==> src/tsel_pkg.sv <==
// Shared types and constants for the TLS server-name extension locator.
`timescale 1ns / 1ps

package tsel_pkg;

    // Default upper bound on the record length in bytes.
    localparam int MAX_RECORD_BYTES_DEF = 65536;

    // Field positions wrap at this width, as the length sums may exceed the record.
    localparam int FIELD_POS_W = 18;

    localparam int OFFSET_W  = 16;
    localparam int LENGTH_W  = 17;
    localparam int IN_DATA_W = 8;
    // status, offset and length packed from bit 0, padded to whole bytes.
    localparam int OUT_DATA_W = 40;

    localparam logic [7:0]  HANDSHAKE_TYPE  = 8'h16;
    localparam logic [15:0] SERVER_NAME_EXT = 16'h0000;
    localparam int          HEADER_LAST_POS = 42;
    localparam int          HEADER_BYTES    = 43;
    localparam int          SID_BASE        = 44;

    typedef enum logic [1:0] {
        ST_OK    = 2'd0,
        ST_SHORT = 2'd1,
        ST_TRUNC = 2'd2,
        ST_NONE  = 2'd3
    } t_status;

    typedef struct packed {
        logic                 last_byte;
        logic [IN_DATA_W-1:0] data_byte;
    } t_item;

    typedef struct packed {
        logic [LENGTH_W-1:0] ext_length;
        logic [OFFSET_W-1:0] ext_offset;
        t_status             status;
    } t_result;

endpackage

==> src/tsel_in_stage.sv <==
// Input register stage holding one request ahead of the parser.
`timescale 1ns / 1ps

module tsel_in_stage
    import tsel_pkg::*;
(
    input  logic                 i_clk,
    input  logic                 i_rst_n,
    input  logic                 i_s_axis_tvalid,
    output logic                 o_s_axis_tready,
    input  logic [IN_DATA_W-1:0] i_s_axis_tdata,
    input  logic                 i_s_axis_tlast,
    input  logic                 i_take,
    output logic                 o_valid,
    output t_item                o_item
);

    logic  r_valid;
    t_item r_item;

    // The register refills in the same cycle that the parser drains it.
    assign o_s_axis_tready = !r_valid || i_take;
    assign o_valid         = r_valid;
    assign o_item          = r_item;

    always_ff @(posedge i_clk) begin
        if (!i_rst_n) begin
            r_valid <= 1'b0;
        end else if (o_s_axis_tready) begin
            r_valid <= i_s_axis_tvalid;
        end
    end

    always_ff @(posedge i_clk) begin
        if (o_s_axis_tready && i_s_axis_tvalid) begin
            r_item.data_byte <= i_s_axis_tdata;
            r_item.last_byte <= i_s_axis_tlast;
        end
    end

endmodule

==> src/tsel_parser.sv <==
// ClientHello field walker: tracks the position and forms the verdict on the last byte.
`timescale 1ns / 1ps

module tsel_parser
    import tsel_pkg::*;
#(
    parameter int MAX_RECORD_BYTES = MAX_RECORD_BYTES_DEF
) (
    input  logic    i_clk,
    input  logic    i_rst_n,
    input  logic    i_valid,
    input  t_item   i_item,
    input  logic    i_out_ready,
    output logic    o_take,
    output logic    o_res_valid,
    output t_result o_result
);

    localparam int POS_W = $clog2(MAX_RECORD_BYTES + 1);
    localparam logic [POS_W-1:0] MaxPos = POS_W'(MAX_RECORD_BYTES);
    localparam logic [POS_W-1:0] HdrLast = POS_W'(HEADER_LAST_POS);
    localparam logic [FIELD_POS_W-1:0] FieldStart = FIELD_POS_W'(HEADER_BYTES);

    typedef enum logic [3:0] {
        PH_HDR     = 4'd0,
        PH_SID     = 4'd1,
        PH_CS_HI   = 4'd2,
        PH_CS_LO   = 4'd3,
        PH_CM      = 4'd4,
        PH_EL_HI   = 4'd5,
        PH_EL_LO   = 4'd6,
        PH_T_HI    = 4'd7,
        PH_T_LO    = 4'd8,
        PH_SNI_HI  = 4'd9,
        PH_SNI_LO  = 4'd10,
        PH_SKIP_HI = 4'd11,
        PH_SKIP_LO = 4'd12,
        PH_DONE    = 4'd13
    } t_phase;

    logic [POS_W-1:0]       r_pos, n_pos;
    t_phase                 r_phase, n_phase;
    logic [7:0]             r_acc_hi, n_acc_hi;
    logic [FIELD_POS_W-1:0] r_next, n_next;
    logic [FIELD_POS_W-1:0] r_list_end, n_list_end;
    logic [OFFSET_W-1:0]    r_found_off, n_found_off;
    logic [LENGTH_W-1:0]    r_found_len, n_found_len;
    logic                   r_found, n_found;
    t_status                r_err, n_err;

    logic [7:0]             b;
    logic [15:0]            field;
    logic                   at_next;
    logic [FIELD_POS_W-1:0] pos_ext;
    t_status                verdict;

    // Only the closing byte needs room in the result register.
    assign o_take      = i_valid && (i_out_ready || !i_item.last_byte);
    assign o_res_valid = o_take && i_item.last_byte;

    assign b       = i_item.data_byte;
    assign field   = {r_acc_hi, b};
    assign pos_ext = FIELD_POS_W'(r_pos);
    assign at_next = (pos_ext == r_next);

    // Decide whether another extension header of four bytes fits before the list end.
    function automatic t_phase walk_phase(input logic [FIELD_POS_W-1:0] nf,
                                          input logic [FIELD_POS_W-1:0] le);
        if ((FIELD_POS_W + 1)'(nf) + (FIELD_POS_W + 1)'(4) <= (FIELD_POS_W + 1)'(le)) begin
            return PH_T_HI;
        end
        return PH_DONE;
    endfunction

    always_comb begin
        n_pos       = r_pos;
        n_phase     = r_phase;
        n_acc_hi    = r_acc_hi;
        n_next      = r_next;
        n_list_end  = r_list_end;
        n_found_off = r_found_off;
        n_found_len = r_found_len;
        n_found     = r_found;
        n_err       = r_err;

        if (r_pos == MaxPos) begin
            // Bytes past the maximum length are dropped.
            if (r_err == ST_OK) begin
                n_err = ST_TRUNC;
            end
        end else begin
            n_pos = r_pos + POS_W'(1);
            unique case (r_phase)
                PH_HDR: begin
                    if (r_pos == '0 && b != HANDSHAKE_TYPE && r_err == ST_OK) begin
                        n_err = ST_SHORT;
                    end
                    if (r_pos == HdrLast) begin
                        n_phase = PH_SID;
                    end
                end
                PH_SID: begin
                    n_next  = FIELD_POS_W'(SID_BASE) + FIELD_POS_W'(b);
                    n_phase = PH_CS_HI;
                end
                PH_CS_HI, PH_EL_HI, PH_T_HI: begin
                    if (at_next) begin
                        n_acc_hi = b;
                        n_phase  = t_phase'(r_phase + 4'd1);
                    end
                end
                PH_CS_LO: begin
                    n_next  = r_next + FIELD_POS_W'(2) + FIELD_POS_W'(field);
                    n_phase = PH_CM;
                end
                PH_CM: begin
                    if (at_next) begin
                        n_next  = r_next + FIELD_POS_W'(1) + FIELD_POS_W'(b);
                        n_phase = PH_EL_HI;
                    end
                end
                PH_EL_LO: begin
                    n_next     = r_next + FIELD_POS_W'(2);
                    n_list_end = n_next + FIELD_POS_W'(field);
                    n_phase    = walk_phase(n_next, n_list_end);
                end
                PH_T_LO: begin
                    n_phase = (field == SERVER_NAME_EXT) ? PH_SNI_HI : PH_SKIP_HI;
                end
                PH_SNI_HI, PH_SKIP_HI: begin
                    n_acc_hi = b;
                    n_phase  = t_phase'(r_phase + 4'd1);
                end
                PH_SNI_LO: begin
                    n_found_off = r_next[OFFSET_W-1:0];
                    n_found_len = LENGTH_W'(field) + LENGTH_W'(4);
                    n_found     = 1'b1;
                    n_phase     = PH_DONE;
                end
                PH_SKIP_LO: begin
                    n_next  = r_next + FIELD_POS_W'(4) + FIELD_POS_W'(field);
                    n_phase = walk_phase(n_next, n_list_end);
                end
                PH_DONE: begin
                end
                default: begin
                end
            endcase
        end
    end

    // The verdict sees the fault and find state as updated by the closing byte.
    always_comb begin
        if (n_err != ST_OK) begin
            verdict = n_err;
        end else if (r_pos <= HdrLast) begin
            verdict = ST_SHORT;
        end else if (r_phase <= PH_EL_LO) begin
            verdict = ST_TRUNC;
        end else if (pos_ext + FIELD_POS_W'(1) < n_list_end) begin
            verdict = ST_TRUNC;
        end else begin
            verdict = n_found ? ST_OK : ST_NONE;
        end
        o_result.status     = verdict;
        o_result.ext_offset = (verdict == ST_OK) ? n_found_off : '0;
        o_result.ext_length = (verdict == ST_OK) ? n_found_len : '0;
    end

    always_ff @(posedge i_clk) begin
        if (!i_rst_n || o_res_valid) begin
            r_pos       <= '0;
            r_phase     <= PH_HDR;
            r_acc_hi    <= '0;
            r_next      <= FieldStart;
            r_list_end  <= '0;
            r_found_off <= '0;
            r_found_len <= '0;
            r_found     <= 1'b0;
            r_err       <= ST_OK;
        end else if (o_take) begin
            r_pos       <= n_pos;
            r_phase     <= n_phase;
            r_acc_hi    <= n_acc_hi;
            r_next      <= n_next;
            r_list_end  <= n_list_end;
            r_found_off <= n_found_off;
            r_found_len <= n_found_len;
            r_found     <= n_found;
            r_err       <= n_err;
        end
    end

endmodule

==> src/tsel_out_stage.sv <==
// Result register driving the master-side stream.
`timescale 1ns / 1ps

module tsel_out_stage
    import tsel_pkg::*;
(
    input  logic                  i_clk,
    input  logic                  i_rst_n,
    input  logic                  i_res_valid,
    input  t_result               i_result,
    output logic                  o_ready,
    output logic                  o_m_axis_tvalid,
    input  logic                  i_m_axis_tready,
    output logic [OUT_DATA_W-1:0] o_m_axis_tdata
);

    logic    r_valid;
    t_result r_result;

    assign o_ready         = !r_valid || i_m_axis_tready;
    assign o_m_axis_tvalid = r_valid;
    assign o_m_axis_tdata  = OUT_DATA_W'(r_result);

    always_ff @(posedge i_clk) begin
        if (!i_rst_n) begin
            r_valid <= 1'b0;
        end else if (o_ready) begin
            r_valid <= i_res_valid;
        end
    end

    always_ff @(posedge i_clk) begin
        if (o_ready && i_res_valid) begin
            r_result <= i_result;
        end
    end

endmodule

==> src/tls_sni_extension_locator_unit.sv <==
// Top level of the TLS ClientHello server-name extension locator.
//
// The slave stream carries one byte of a TLS record per request, with tlast on
// the final byte. Non-final bytes produce nothing; the final byte produces a
// single verdict request on the master stream with the status, the offset of
// the server-name extension type field and its length including the header.
// Status 0 means found, 1 short or not a handshake, 2 truncated or too long,
// 3 no server-name extension; offset and length are zero unless found.
// One byte is accepted every cycle unless the slave side is held as described
// below. A byte waits in the input register and is parsed combinationally as it
// leaves it; the verdict is then captured in the result register, from which it
// is presented on the master stream.
// When the receiver stalls, the verdict waits in the result register while
// bytes of the next record keep flowing until another verdict would be due;
// only then is the slave side held.
// Reset clears both stream registers and returns the walker to the start of a
// record. After each verdict the walker restarts for the next record.
`timescale 1ns / 1ps

module tls_sni_extension_locator_unit
    import tsel_pkg::*;
#(
    parameter int MAX_RECORD_BYTES = MAX_RECORD_BYTES_DEF
) (
    input  logic                  i_clk,
    input  logic                  i_rst_n,
    input  logic                  i_s_axis_tvalid,
    output logic                  o_s_axis_tready,
    // data_byte in [7:0]
    input  logic [IN_DATA_W-1:0]  i_s_axis_tdata,
    input  logic                  i_s_axis_tlast,
    output logic                  o_m_axis_tvalid,
    input  logic                  i_m_axis_tready,
    // status [1:0], ext_offset [17:2], ext_length [34:18], zero [39:35]
    output logic [OUT_DATA_W-1:0] o_m_axis_tdata
);

    logic    in_valid;
    t_item   in_item;
    logic    take;
    logic    out_ready;
    logic    res_valid;
    t_result result;

    tsel_in_stage u_in_stage (
        .i_clk           (i_clk),
        .i_rst_n         (i_rst_n),
        .i_s_axis_tvalid (i_s_axis_tvalid),
        .o_s_axis_tready (o_s_axis_tready),
        .i_s_axis_tdata  (i_s_axis_tdata),
        .i_s_axis_tlast  (i_s_axis_tlast),
        .i_take          (take),
        .o_valid         (in_valid),
        .o_item          (in_item)
    );

    tsel_parser #(
        .MAX_RECORD_BYTES (MAX_RECORD_BYTES)
    ) u_parser (
        .i_clk       (i_clk),
        .i_rst_n     (i_rst_n),
        .i_valid     (in_valid),
        .i_item      (in_item),
        .i_out_ready (out_ready),
        .o_take      (take),
        .o_res_valid (res_valid),
        .o_result    (result)
    );

    tsel_out_stage u_out_stage (
        .i_clk           (i_clk),
        .i_rst_n         (i_rst_n),
        .i_res_valid     (res_valid),
        .i_result        (result),
        .o_ready         (out_ready),
        .o_m_axis_tvalid (o_m_axis_tvalid),
        .i_m_axis_tready (i_m_axis_tready),
        .o_m_axis_tdata  (o_m_axis_tdata)
    );

endmodule
==> config.mk <==
export PLATFORM = sky130hd
export DESIGN_NAME = tls_sni_extension_locator_unit
export DESIGN_NICKNAME = d
export VERILOG_FILES = /design/src/tsel_pkg.sv /design/src/tsel_in_stage.sv /design/src/tsel_parser.sv /design/src/tsel_out_stage.sv /design/src/tls_sni_extension_locator_unit.sv
export SDC_FILE = /design/constraint.sdc
export NUM_CORES = 1
export LEC_CHECK = 0
export BUFFER_PORTS_ARGS = -buffer_cell sky130_fd_sc_hd__buf_2
export CAP_MARGIN = 30
export CELL_PAD_IN_SITES_DETAIL_PLACEMENT = 0
export CELL_PAD_IN_SITES_GLOBAL_PLACEMENT = 1
export CORE_ASPECT_RATIO = 0.9
export CORE_MARGIN = 10
export CORE_UTILIZATION = 30
export DETAILED_ROUTE_END_ITERATION = 12
export GPL_ROUTABILITY_DRIVEN = 0
export GPL_TIMING_DRIVEN = 0
export PLACE_DENSITY = 0.66
export SKIP_CTS_REPAIR_TIMING = 1
export SLEW_MARGIN = 20
export SYNTH_ARGS = -nofsm -noshare
export SYNTH_HDL_FRONTEND = slang
export SYNTH_SLANG_ARGS = --single-unit
==> constraint.sdc <==
create_clock -name i_clk -period 5.2 [get_ports i_clk]
set_clock_uncertainty 0.15 [all_clocks]
set_input_delay 0.52 -clock i_clk [delete_from_list [all_inputs] [get_ports i_clk]]
set_output_delay 0.52 -clock i_clk [all_outputs]
set_load 0.05 [all_outputs]
# Word level (Yosys, flattened, before mapping)
# Cells that the tools add are included.
# op_classes
n_addsub	13
order_cmp	5
eq_ne	19
muxes	36
bitwise_logic	1
n_reduce_logical	29
# op_table
cell	n
$pmux W18 S5	1
$mux W18	3
$pmux W4 S10	1
$add A18 B3 Y19 const B	2
$le A19 B18 Y1	2
$add A18 B16 Y18	2
$mux W17	2
$mux W16	2
$mux W4	7
$eq A4 B4 Y1 const B	5
$mux W2	10
$add A17 B1 Y18 const B	1
$add A18 B1 Y18 const B	1
$add A18 B2 Y18 const B	1
$add A18 B3 Y18 const B	1
$add A18 B8 Y18	1
$eq A17 B18 Y1	1
$lt A18 B18 Y1	1
$add A16 B3 Y17 const B	1
$add A17 B1 Y17 const B	1
$eq A17 B17 Y1 const B	1
$eq A17 B6 Y1 const B	1
$le A17 B6 Y1 const B	1
$logic_not A17 Y1	1
26 further kinds	53
# totals
ff_bits	147
input_bits	13
elab_cells	119

# Longest topological paths before layout
# Gate-level depths: netlist (run 1).
# depth
word_depth	10
ltp_mapped	26

# Hierarchy
# Synthesis (run 1) repeated with hierarchy kept, for this count alone.
# unflattened
hier_cells	1539
area_unflattened_um2	12354.3
# modules_own_cells
module	n_inst	cells_per_inst	area_each_um2	seq_area_each_um2
tsel_parser	1	1479	10876.7	2021.9
tsel_out_stage	1	46	1149.9	1071.0
tsel_in_stage	1	14	327.8	290.3

# Worst setup path before layout (run 1)
# No wires, ideal clock.
# synth_path
kind	reg-to-reg
startpoint	register u_parser.r_next[1]
endpoint	register u_parser.r_phase[3]
t_arrival_ps	5073
t_required_ps	4930
path_slack_ps	-143
stages_incl_launch_ff	21
n_path_buf	1
period_less_slack_ps	5343
path_cell_list	dfxtp_1 -> clkbuf_1 -> inv_1 -> ha_1 -> inv_1 -> ha_1 -> fa_1 -> a21oi_1 -> o211ai_1 -> a21o_1 -> a2111oi_1 -> o2111ai_1 -> nor4_2 -> nand2_1 -> xor2_1 -> ha_1 -> a21o_1 -> a211oi_1 -> nand2_1 -> o31a_1 -> o31a_1
# synth_via
elab_chain_cells	9
elab_cells_between_ends	21
classes_between	add/sub: 6; order compare: 2; eq/ne: 3; mux: 9; reduce/logical: 1
# synth_rtl
item	line_no	source
from (decl)	tsel_parser.sv:44	logic [FIELD_POS_W-1:0] r_next, n_next;
from (signal assigned)	tsel_parser.sv:175	r_next <= FieldStart;
from (signal assigned)	tsel_parser.sv:185	r_next <= n_next;
$add A18 B3 Y18	tsel_parser.sv:141	n_next = r_next + FIELD_POS_W'(4) + FIELD_POS_W'(field);
$add A18 B16 Y18	tsel_parser.sv:141	
$add A18 B3 Y19	tsel_parser.sv:69	if ((FIELD_POS_W + 1)'(nf) + (FIELD_POS_W + 1)'(4) <= (FIELD_POS_W + 1)'(le)) begin
$le A19 B18 Y1	tsel_parser.sv:69	
$mux W1	tsel_parser.sv:69	
$mux W1	tsel_parser.sv:93	unique case (r_phase)
$mux W1	tsel_parser.sv:86	if (r_pos == MaxPos) begin
$mux W4	tsel_parser.sv:72	return PH_DONE;
$pmux W4 S10	tsel_parser.sv:93	
to (signal assigned)	tsel_parser.sv:183	r_phase <= n_phase;
to (decl)	tsel_parser.sv:42	t_phase r_phase, n_phase;
# Parallel ways exist; a longest one is shown, timed or not. The select of a mux whose other input is x is not followed.
# A chain may end at the register's enable or synchronous reset.

# Worst setup path in the final report (run 1)
# layout_path
startpoint	register u_parser.r_next[1]
endpoint	register u_out_stage.r_result, in the netlist u_out_stage.o_m_axis_tdata[16], data pin
# layout_via
elab_chain_cells	10
# layout_rtl
item	line_no	source
$add A18 B2 Y18	tsel_parser.sv:123	n_next = r_next + FIELD_POS_W'(2);
$add A18 B16 Y18	tsel_parser.sv:124	n_list_end = n_next + FIELD_POS_W'(field);
$mux W18	tsel_parser.sv:93	
$mux W18	tsel_parser.sv:86	
$lt A18 B18 Y1	tsel_parser.sv:160	end else if (pos_ext + FIELD_POS_W'(1) < n_list_end) begin
$mux W2	tsel_parser.sv:160	
$mux W2	tsel_parser.sv:158	end else if (r_phase <= PH_EL_LO) begin
$mux W2	tsel_parser.sv:156	end else if (r_pos <= HdrLast) begin
$mux W2	tsel_parser.sv:154	if (n_err != ST_OK) begin
$logic_not A2 Y1	tsel_parser.sv:166	o_result.ext_offset = (verdict == ST_OK) ? n_found_off : '0;
to (signal assigned)	tsel_out_stage.sv:34	r_result <= i_result;
to (decl)	tsel_out_stage.sv:18	t_result r_result;
# No other way between the ends.

==> out/qor.txt, run 1 <==
outcome - finished with violations
violated checks - setup timing
initial antenna violation count - 1
Most common cell on crit path - a21o_1
PortBufs - 49
worst rel slew slack - 0.367
Max Cap Viol - 0
CP max-delay cell - a2111o_1
Die Wd - 234 um
register area share after synthesis - 0.273
Cell Count, Final, Fillers Out - 2251
top_reg_cell synth - dfxtp_1
antenna fix cells - 0
Total Power - 2.98 mW
gr usage total - 0.187
Cells after Synth - 1550
# fillers - 4163
Lkg Pwr - 6.17 nW
Reg area - 3410 um^2
worst-case clock buffer depth - 2
instance area at placement - 13400 um^2
Final #Nets - 1834
class of the worst hold path - in2reg
first-pass GRT wire length - 70600 um
top cell type's share of synthesized area - 0.167
Clk Latency, worst-skew pair - 0.46 ns
Crit path arrival time - 5.35 ns
Final ANT Viol Nets - 0
Async S/R FF share, synth - 0
min Tclk post-route - 5.29 ns
Congestion Overflow GR - 0
drt total wl - 48500 um
Worst-path clk slew - 0.07 ns
final instance area - 15600 um^2
cell taking the most area after synthesis - dfxtp_1
Final Slew Violations - 0
Area contributors post-synth - dfxtp_1 (17%), ha_1 (12%), edfxtp_1 (11%)
R2R Setup Slk - -0.09 ns
Ys Warns - 0
die area - 49800 um^2
Vias - 12436
HPWL Detailed - 37500 um
Top-Level Pins - 55
post-DR vias/cell - 5.52
vias in the first global route - 11440
Initial Util - 0.304
Worst Max-Slew Pin Slew - 0.948 ns
Final WS setup - -0.0929 ns
DRT Pass-1 Iters - 5
layout cells sized above 1 - 0.199
row count - 70
fmax - 189 MHz
DR iter-0 viols - 1080
DRC - 0
biggest cell delay along the critical path - 0.48 ns
CP required - 5.25 ns
H-tree depth - 4
synthesis-stage register bit count - 147
Crit. End Element - register
# placed instances - 2146
CTS Buf Count - 17
final period utilization - 1.02
post-synthesis cell type count - 86
Cell Area, Synth - 12400 um^2
Final setup viols - 33
crit path launch type - register
DR WL/cell - 21.6 um
core outline area - 40700 um^2
TritonCTS clock tree - done
crit path kind - reg2reg
CTS Root Cell - clkbuf_16
commonest non-fill, non-tap cells in the layout - nor2_1 (163), nand2_1 (138), a21oi_1 (123), ha_1 (102), dfxtp_1 (95)
most common cell after layout, fill and taps aside - nor2_1
largest net degree at the start of global routing - 36
Mapped Avg Cell Area - 7.99 um^2
Post-synth EDFFs - 44
CTS Sinks - 147
Pwr Density - 191 nW/um^2
Max rail drop VDD - 192 uV
Layout area overhead - 25.9%
Final Hold Vio Count - 0
die height - 213 um
RSZ-0062 raised after global routing - true
crit path max fanout - 8
area of the multi-input gates - 9140 um^2
[report_power, final]
group	total, mW	switching, mW	internal, mW
clock network	1.32	0.585	0.736
logic	0.443	0.297	0.146
registers	1.21	0.0164	1.19
[cell families after synthesis]
group / after synthesis / share of synthesized area
compound gates: 383 / 0.205
buf+inv: 172 / 0.0569
xor+xnor: 135 / 0.0961
simple gates: 559 / 0.215
flops: 147 / 0.273
mux: 30 / 0.0248
other cells: 1 / 0.000303
fa+ha+maj: 123 / 0.129
[final timing paths]
path | from | to | cells past startpoint
hold reg to reg | u_parser.r_found_len[15] | u_parser.r_found_len[15] | 2
setup reg to reg | u_parser.r_next[1] | u_out_stage.o_m_axis_tdata[16] | 25
hold / removal | i_s_axis_tlast | u_in_stage.o_item[8] | 1
setup / recovery | u_parser.r_next[1] | u_out_stage.o_m_axis_tdata[16] | 25
[Yosys cell counts (15+ instances only)]
| library cell | count |
|---|---|
| a211oi_1 | 33 |
| and3_1 | 35 |
| edfxtp_1 | 44 |
| nor4_1 | 20 |
| mux2i_1 | 25 |
| nand2_1 | 142 |
| a21oi_1 | 128 |
| ha_1 | 116 |
| dfxtp_1 | 103 |
| a21o_1 | 24 |
| xnor2_1 | 62 |
| nor2_1 | 194 |
| clkbuf_1 | 72 |
| nor3_1 | 25 |
| nand4_1 | 25 |
| o21ai_0 | 53 |
| inv_1 | 78 |
| o211ai_1 | 15 |
| xor2_1 | 72 |
| and2_1 | 16 |
| nand3_1 | 35 |
| nand2b_1 | 15 |
| nor2b_1 | 15 |
[per-stage QoR]
stage          worst slack [ns]   util  hold WS, ns  TNS, ns
5_1_grt                  -0.229  0.383       0.0695    -6.71
4_1_cts                   -1.51  0.343       0.0729   -54.33
2_1_floorplan            0.0205      -        0.282        0
6_report                -0.0929  0.383       0.0797    -1.97
3_5_place_dp              -1.49  0.328        0.292   -53.55
3_3_place_gp              -1.73  0.327        0.287   -51.41
[state kept, by name, summed over array words and instances, names as in the netlist]
name                         count
u_parser.r_found_len            17
u_out_stage.o_m_axis_tvalid      1
u_parser.r_next                 18
u_in_stage.o_valid               1
u_parser.r_acc_hi                8
u_parser.r_found                 1
u_parser.r_found_off            16
u_out_stage.o_m_axis_tdata      35
u_parser.r_pos                  17
u_parser.r_phase                 4
u_parser.r_err                   2
u_parser.r_list_end             18
u_in_stage.o_item                9
[critical path: cells and delay by family (launching register included)]
family | cells | cell delay, ns
AO/OA/AOI/OAI | 11 | 2.11
XOR/XNOR | 2 | 0.42
adder cells (fa/ha/maj) | 3 | 0.72
buffers and inverters | 4 | 0.56
flip-flops | 1 | 0.40
AND/OR/NAND/NOR | 5 | 0.65
[area by class of cell]
cell class                 count  share of cell area
multi-input combinational   1235               0.587
sequential                   147               0.218
tap                          540              0.0433
inverter                      78              0.0198
clock inverter                14              0.0109
timing repair buffer         129              0.0571
clock buffer                  18              0.0282
buffer                        90              0.0356
[routing by layer]
layer	global-route usage	wire length (um)	part of all wire	up-vias
li1	-	-	-	5844
met1	0.274	22800	0.47	6078
met2	0.274	20700	0.43	458
met3	0.0358	4030	0.083	56
met4	0.0478	1060	0.022	0
met5	0	0	0	-
Power figures use the tool's default switching activity.
==> run 2, diff against run 1 <==
MAX_ROUTING_LAYER = met4   (was unset)
==> out/qor.txt, run 2 (synthesis results as in run 1) <==
Final Hold Vio Count - 0 (unchanged)
die area - 49800 um^2 (unchanged)
most common cell after layout, fill and taps aside - nor2_1
row count - 70 (unchanged)
min Tclk post-route - 5.30 ns (+0.00215 ns)
Hold Slack - 0.0764 ns (-0.00334 ns)
fmax - 189 MHz (about the same)
die height - 213 um (unchanged)
CTS Buf Count - 17 (unchanged)
hold depth - 1 (unchanged)
worst reg-to-reg path cell count - 25 (unchanged)
Lkg Pwr - 6.17 nW (about the same)
Worst Max-Slew Pin Slew - 0.958 ns (+0.0102 ns)
max FFs per register - 35 (unchanged)
Congestion Overflow GR - 0 (unchanged)
Vias - 12553 (+0.94%)
worst-case clock buffer depth - 2 (unchanged)
outcome - finished with violations
Sw Ratio - 0.301 (-0.000890)
RSZ-0062 raised after global routing - true
H-tree depth - 4 (unchanged)
Final WS setup - -0.0951 ns (-0.00215 ns)
PortBufs - 49 (unchanged)
commonest non-fill, non-tap cells in the layout - nor2_1 (163), nand2_1 (138), a21oi_1 (123), ha_1 (102), dfxtp_1 (95)
Die Wd - 234 um (unchanged)
drt total wl - 48700 um (+0.26%)
met3 WL post-DR - 4060 um (+0.67%)
Net Sw Power - 0.894 mW (-0.47%)
final instance area - 15600 um^2 (about the same)
final period utilization - 1.02 (about the same)
DRC - 0 (unchanged)
DR iter-0 viols - 1071 (-0.83%)
cell internal pwr - 2.08 mW (about the same)
crit path kind - reg2reg
Max Cap Viol - 0 (unchanged)
DRT Pass-1 Iters - 6 (+1)
CTS Root Cell - clkbuf_16
Layout area overhead - 25.8% (about the same)
Cell Count, Final, Fillers Out - 2250 (-0.044%)
DR WL/cell - 21.6 um (+0.31%)
antenna fix cells - 0 (unchanged)
first-pass GRT wire length - 70700 um (+0.11%)
post-route setup TNS - -2.04 ns (-0.0698 ns)
core outline area - 40700 um^2 (unchanged)
Final Slew Violations - 0 (unchanged)
post-DR vias/cell - 5.58 (+0.99%)
Final #Nets - 1833 (-0.055%)
Crit. End Element - register
part of the power in registers - 0.408 (about the same)
instance area at placement - 13400 um^2 (unchanged)
CTS Sinks - 147 (unchanged)
vias in the first global route - 11446 (+0.052%)
gr usage total - 0.192 (+0.00516)
crit path max fanout - 8 (unchanged)
Top Layer Used - met4
combinational cell fraction of total power - 0.148 (about the same)
HPWL Detailed - 37500 um (unchanged)
# placed instances - 2146 (unchanged)
Clk Latency, worst-skew pair - 0.47 ns (about the same)
Worst-path clk slew - 0.07 ns (about the same)
Final setup viols - 32 (-3.0%)
largest net degree at the start of global routing - 36 (unchanged)
violated checks - setup timing
worst rel slew slack - 0.360 (-0.00679)
crit path launch type - register
Final ANT Viol Nets - 0 (unchanged)
initial antenna violation count - 1 (unchanged)
Pwr Density - 191 nW/um^2 (-0.13%)
Max rail drop VDD - 192 uV (-0.19%)
Metal-1 WL - 22800 um (+0.11%)
Clock power frac - 0.444 (about the same)
Initial Util - 0.304 (unchanged)
TritonCTS clock tree - done
CP required - 5.26 ns (about the same)
Top-Level Pins - 55 (unchanged)
class of the worst hold path - in2reg
layout cells sized above 1 - 0.198 (-0.000469)
metal2 WL - 20700 um (+0.13%)
Crit path arrival time - 5.36 ns (about the same)
run 2: power groups by stage:
stage          sequential (mW)  clock [mW]  combinational, mW
2_1_floorplan             1.27           0              0.240
3_3_place_gp              1.24           0              0.400
3_5_place_dp              1.24           0              0.402
4_1_cts                   1.22        1.34              0.405
5_1_grt                   1.21        1.38              0.473
6_report                  1.21        1.32              0.440
run 2: area by class of cell:
| type | instances | area [um^2] |
|---|---|---|
| clock buffers | 18 | 439 |
| repair buffers | 128 | 882 |
| multi-input cells | 1235 | 9140 |
| well taps | 540 | 676 |
| clock inverters | 14 | 170 |
| flip-flops and latches | 147 | 3410 |
| fillers | 4166 | 25100 |
| inverters | 78 | 309 |
| plain buffers | 90 | 554 |
run 2: stage by stage:
stage	util	worst slack, ns	power (mW)
CTS	0.343	-1.51	2.96
finish	0.383	-0.0951	2.97
global route	0.383	-0.230	3.06
floorplan	-	0.0205	1.51
global placement	0.327	-1.73	1.64
detailed placement	0.328	-1.49	1.64
run 2: worst paths after layout:
kind,startpoint,to,slack [ns]
hold reg to reg,u_parser.r_found_len[15],u_parser.r_found_len[15],0.30
setup / recovery,u_parser.r_next[1],u_out_stage.o_m_axis_tdata[19],-0.1
hold / removal,i_s_axis_tlast,u_in_stage.o_item[8],0.08
setup reg to reg,u_parser.r_next[1],u_out_stage.o_m_axis_tdata[19],-0.1
run 2: worst max-delay path: stages (launching register included):
cell,delay (ns)
dfxtp_4,0.40
ha_4,0.15
buf_8,0.14
nand3_4,0.11
xnor2_4,0.26
ha_4,0.25
and3_4,0.19
a221o_1,0.36
a31oi_4,0.19
o21ba_4,0.18
o21ai_2,0.05
xor2_1,0.15
buf_4,0.17
inv_4,0.04
nor2_4,0.07
a21oi_2,0.04
ha_1,0.32
a21o_1,0.19
a21o_1,0.15
a21o_1,0.16
a211oi_2,0.20
o21ai_2,0.11
a2111o_1,0.48
nand4_4,0.25
clkbuf_16,0.22
nor2_4,0.03
run 2: routing by layer:
layer,vias up,global-route usage
met3,59,0.0346
met5,-,-
li1,5848,-
met2,537,0.273
met1,6109,0.274
met4,0,0.0498
==> run 3, diff against run 2 <==
PLACE_DENSITY = 0.54   (was 0.66)
clock period = 6.85 ns   (was 5.2 ns; I/O delays follow)
==> out/qor.txt, run 3 (synthesis results as in run 1) <==
outcome - completed
gr usage total - 0.208 (+0.0159)
DRC - 0 (unchanged)
layout cells sized above 1 - 0.0848 (-0.113)
DR iter-0 viols - 1089 (+1.7%)
final instance area - 14000 um^2 (-10%)
Final setup viols - 0 (-100%)
# fillers - 4426 (+6.2%)
fmax - 154 MHz (-19%)
crit path kind - reg2reg
post-route setup TNS - 0 ns (+2.04 ns)
worst rel slew slack - 0.310 (-0.0502)
instance area at placement - 13400 um^2 (about the same)
commonest non-fill, non-tap cells in the layout - nor2_1 (194), nand2_1 (142), a21oi_1 (128), ha_1 (116), dfxtp_1 (103)
Top-Level Pins - 55 (unchanged)
Crit. End Element - register
CTS Root Cell - clkbuf_16
RSZ-0062 raised after global routing - false
class of the worst hold path - in2reg
start point of the critical path - u_parser.r_next[10]
first-pass GRT wire length - 74700 um (+5.6%)
antenna fix cells - 0 (unchanged)
max FFs per register - 35 (unchanged)
Congestion Overflow GR - 0 (unchanged)
hold path startpoint - i_s_axis_tlast
most common cell after layout, fill and taps aside - nor2_1
Vias - 11823 (-5.8%)
Worst-path clk slew - 0.07 ns (about the same)
core outline area - 40700 um^2 (unchanged)
Pwr Density - 160 nW/um^2 (-16%)
vias in the first global route - 11328 (-1.0%)
DR WL/cell - 23.2 um (+7.3%)
Cell Count, Final, Fillers Out - 2179 (-3.2%)
H-tree depth - 4 (unchanged)
Final #Nets - 1762 (-3.9%)
final period utilization - 0.950 (-0.0687)
Crit path arrival time - 6.56 ns (+1.20 ns)
Layout area overhead - 13.2%
Final Hold Vio Count - 0 (unchanged)
die area - 49800 um^2 (unchanged)
Total Power - 2.24 mW (-25%)
Initial Util - 0.304 (unchanged)
TritonCTS clock tree - done
post-DR vias/cell - 5.43 (-2.7%)
# placed instances - 2146 (unchanged)
row count - 70 (unchanged)
initial antenna violation count - 1 (unchanged)
Die Wd - 234 um (unchanged)
crit path launch type - register
Lkg Pwr - 5.59 nW (-9.3%)
CTS Buf Count - 17 (unchanged)
largest net degree at the start of global routing - 36 (unchanged)
drt total wl - 50600 um (+3.9%)
CTS Sinks - 147 (unchanged)
min Tclk post-route - 6.50 ns (+1.21 ns)
Final ANT Viol Nets - 0 (unchanged)
HPWL Detailed - 40400 um (+7.8%)
die height - 213 um (unchanged)
CP required - 6.91 ns (+1.65 ns)
Worst R2R Start - u_parser.r_next[10]
PortBufs - 49 (unchanged)
Max rail drop VDD - 145 uV (-24%)
Clk Latency, worst-skew pair - 0.46 ns (about the same)
DRT Pass-1 Iters - 5 (-1)
Final Slew Violations - 0 (unchanged)
worst-case clock buffer depth - 2 (unchanged)
crit path max fanout - 10 (+2)
Max Cap Viol - 0 (unchanged)
Worst Max-Slew Pin Slew - 1.03 ns (+0.0751 ns)
[run 3: cell types whose count changed in the layout (fill, tap and decap cells not counted), sizes merged]
cell / before / now
clkinv: 6 / 5
clkinvlp: 3 / 2
buf: 155 / 76
inv: 81 / 84
clkbuf: 81 / 88
[run 3: final cells by class]
class,instances,area (um^2),area share
inverter,78,293,0.0209
timing repair buffer,54,285,0.0204
clock inverter,15,174,0.0124
buffer,93,415,0.0296
multi-input combinational,1235,8370,0.597
sequential,147,3380,0.241
tap,540,676,0.0482
clock buffer,17,425,0.0303
[run 3: worst paths after layout]
| path | endpoint | slack, ns | cells after the start |
|---|---|---|---|
| worst max-delay path | u_out_stage.o_m_axis_tdata[25] | 0.35 | 21 |
| worst min-delay path | u_in_stage.o_item[8] | 0.26 | 1 |
| worst max register to register | u_out_stage.o_m_axis_tdata[25] | 0.35 | 21 |
| worst min register to register | u_parser.r_found_off[14] | 0.31 | 2 |
[run 3: metrics by stage]
stage	hold slack, ns	util	setup slack [ns]
global placement	0.288	0.327	-0.350
detailed placement	0.296	0.328	-0.254
global route	0.249	0.344	0.0211
CTS	0.239	0.343	-0.280
floorplan	0.282	-	1.51
finish	0.259	0.344	0.345
[run 3: routing by layer]
metal	vias up	global-route usage	routed length, um
li1	5708	-	-
met1	5735	0.301	25400
met2	335	0.288	21100
met3	45	0.0433	3190
met4	0	0.0516	954
met5	-	-	0
[run 3: power breakdown]
part	switching, mW	internal [mW]
clock network	0.450	0.547
registers	0.0146	0.909
logic	0.219	0.100
total	0.683	1.56
[run 3: critical path, cell delays in order (launching register included)]
cell and delay [ns]:
dfxtp_1 0.38, clkbuf_1 0.59, and3_1 0.25, clkbuf_1 0.28, nand2_1 0.11, xor2_1 0.34, inv_1 0.14, ha_1 0.36
and3_1 0.26, a211oi_2 0.39, o221ai_1 0.29, o311a_1 0.36, o21ai_0 0.29, xnor2_1 0.23, mux2_2 0.32, ha_1 0.31
a21oi_1 0.14, o21ai_1 0.16, a2111o_1 0.48, nand4_4 0.17, buf_6 0.18, nor2_1 0.06
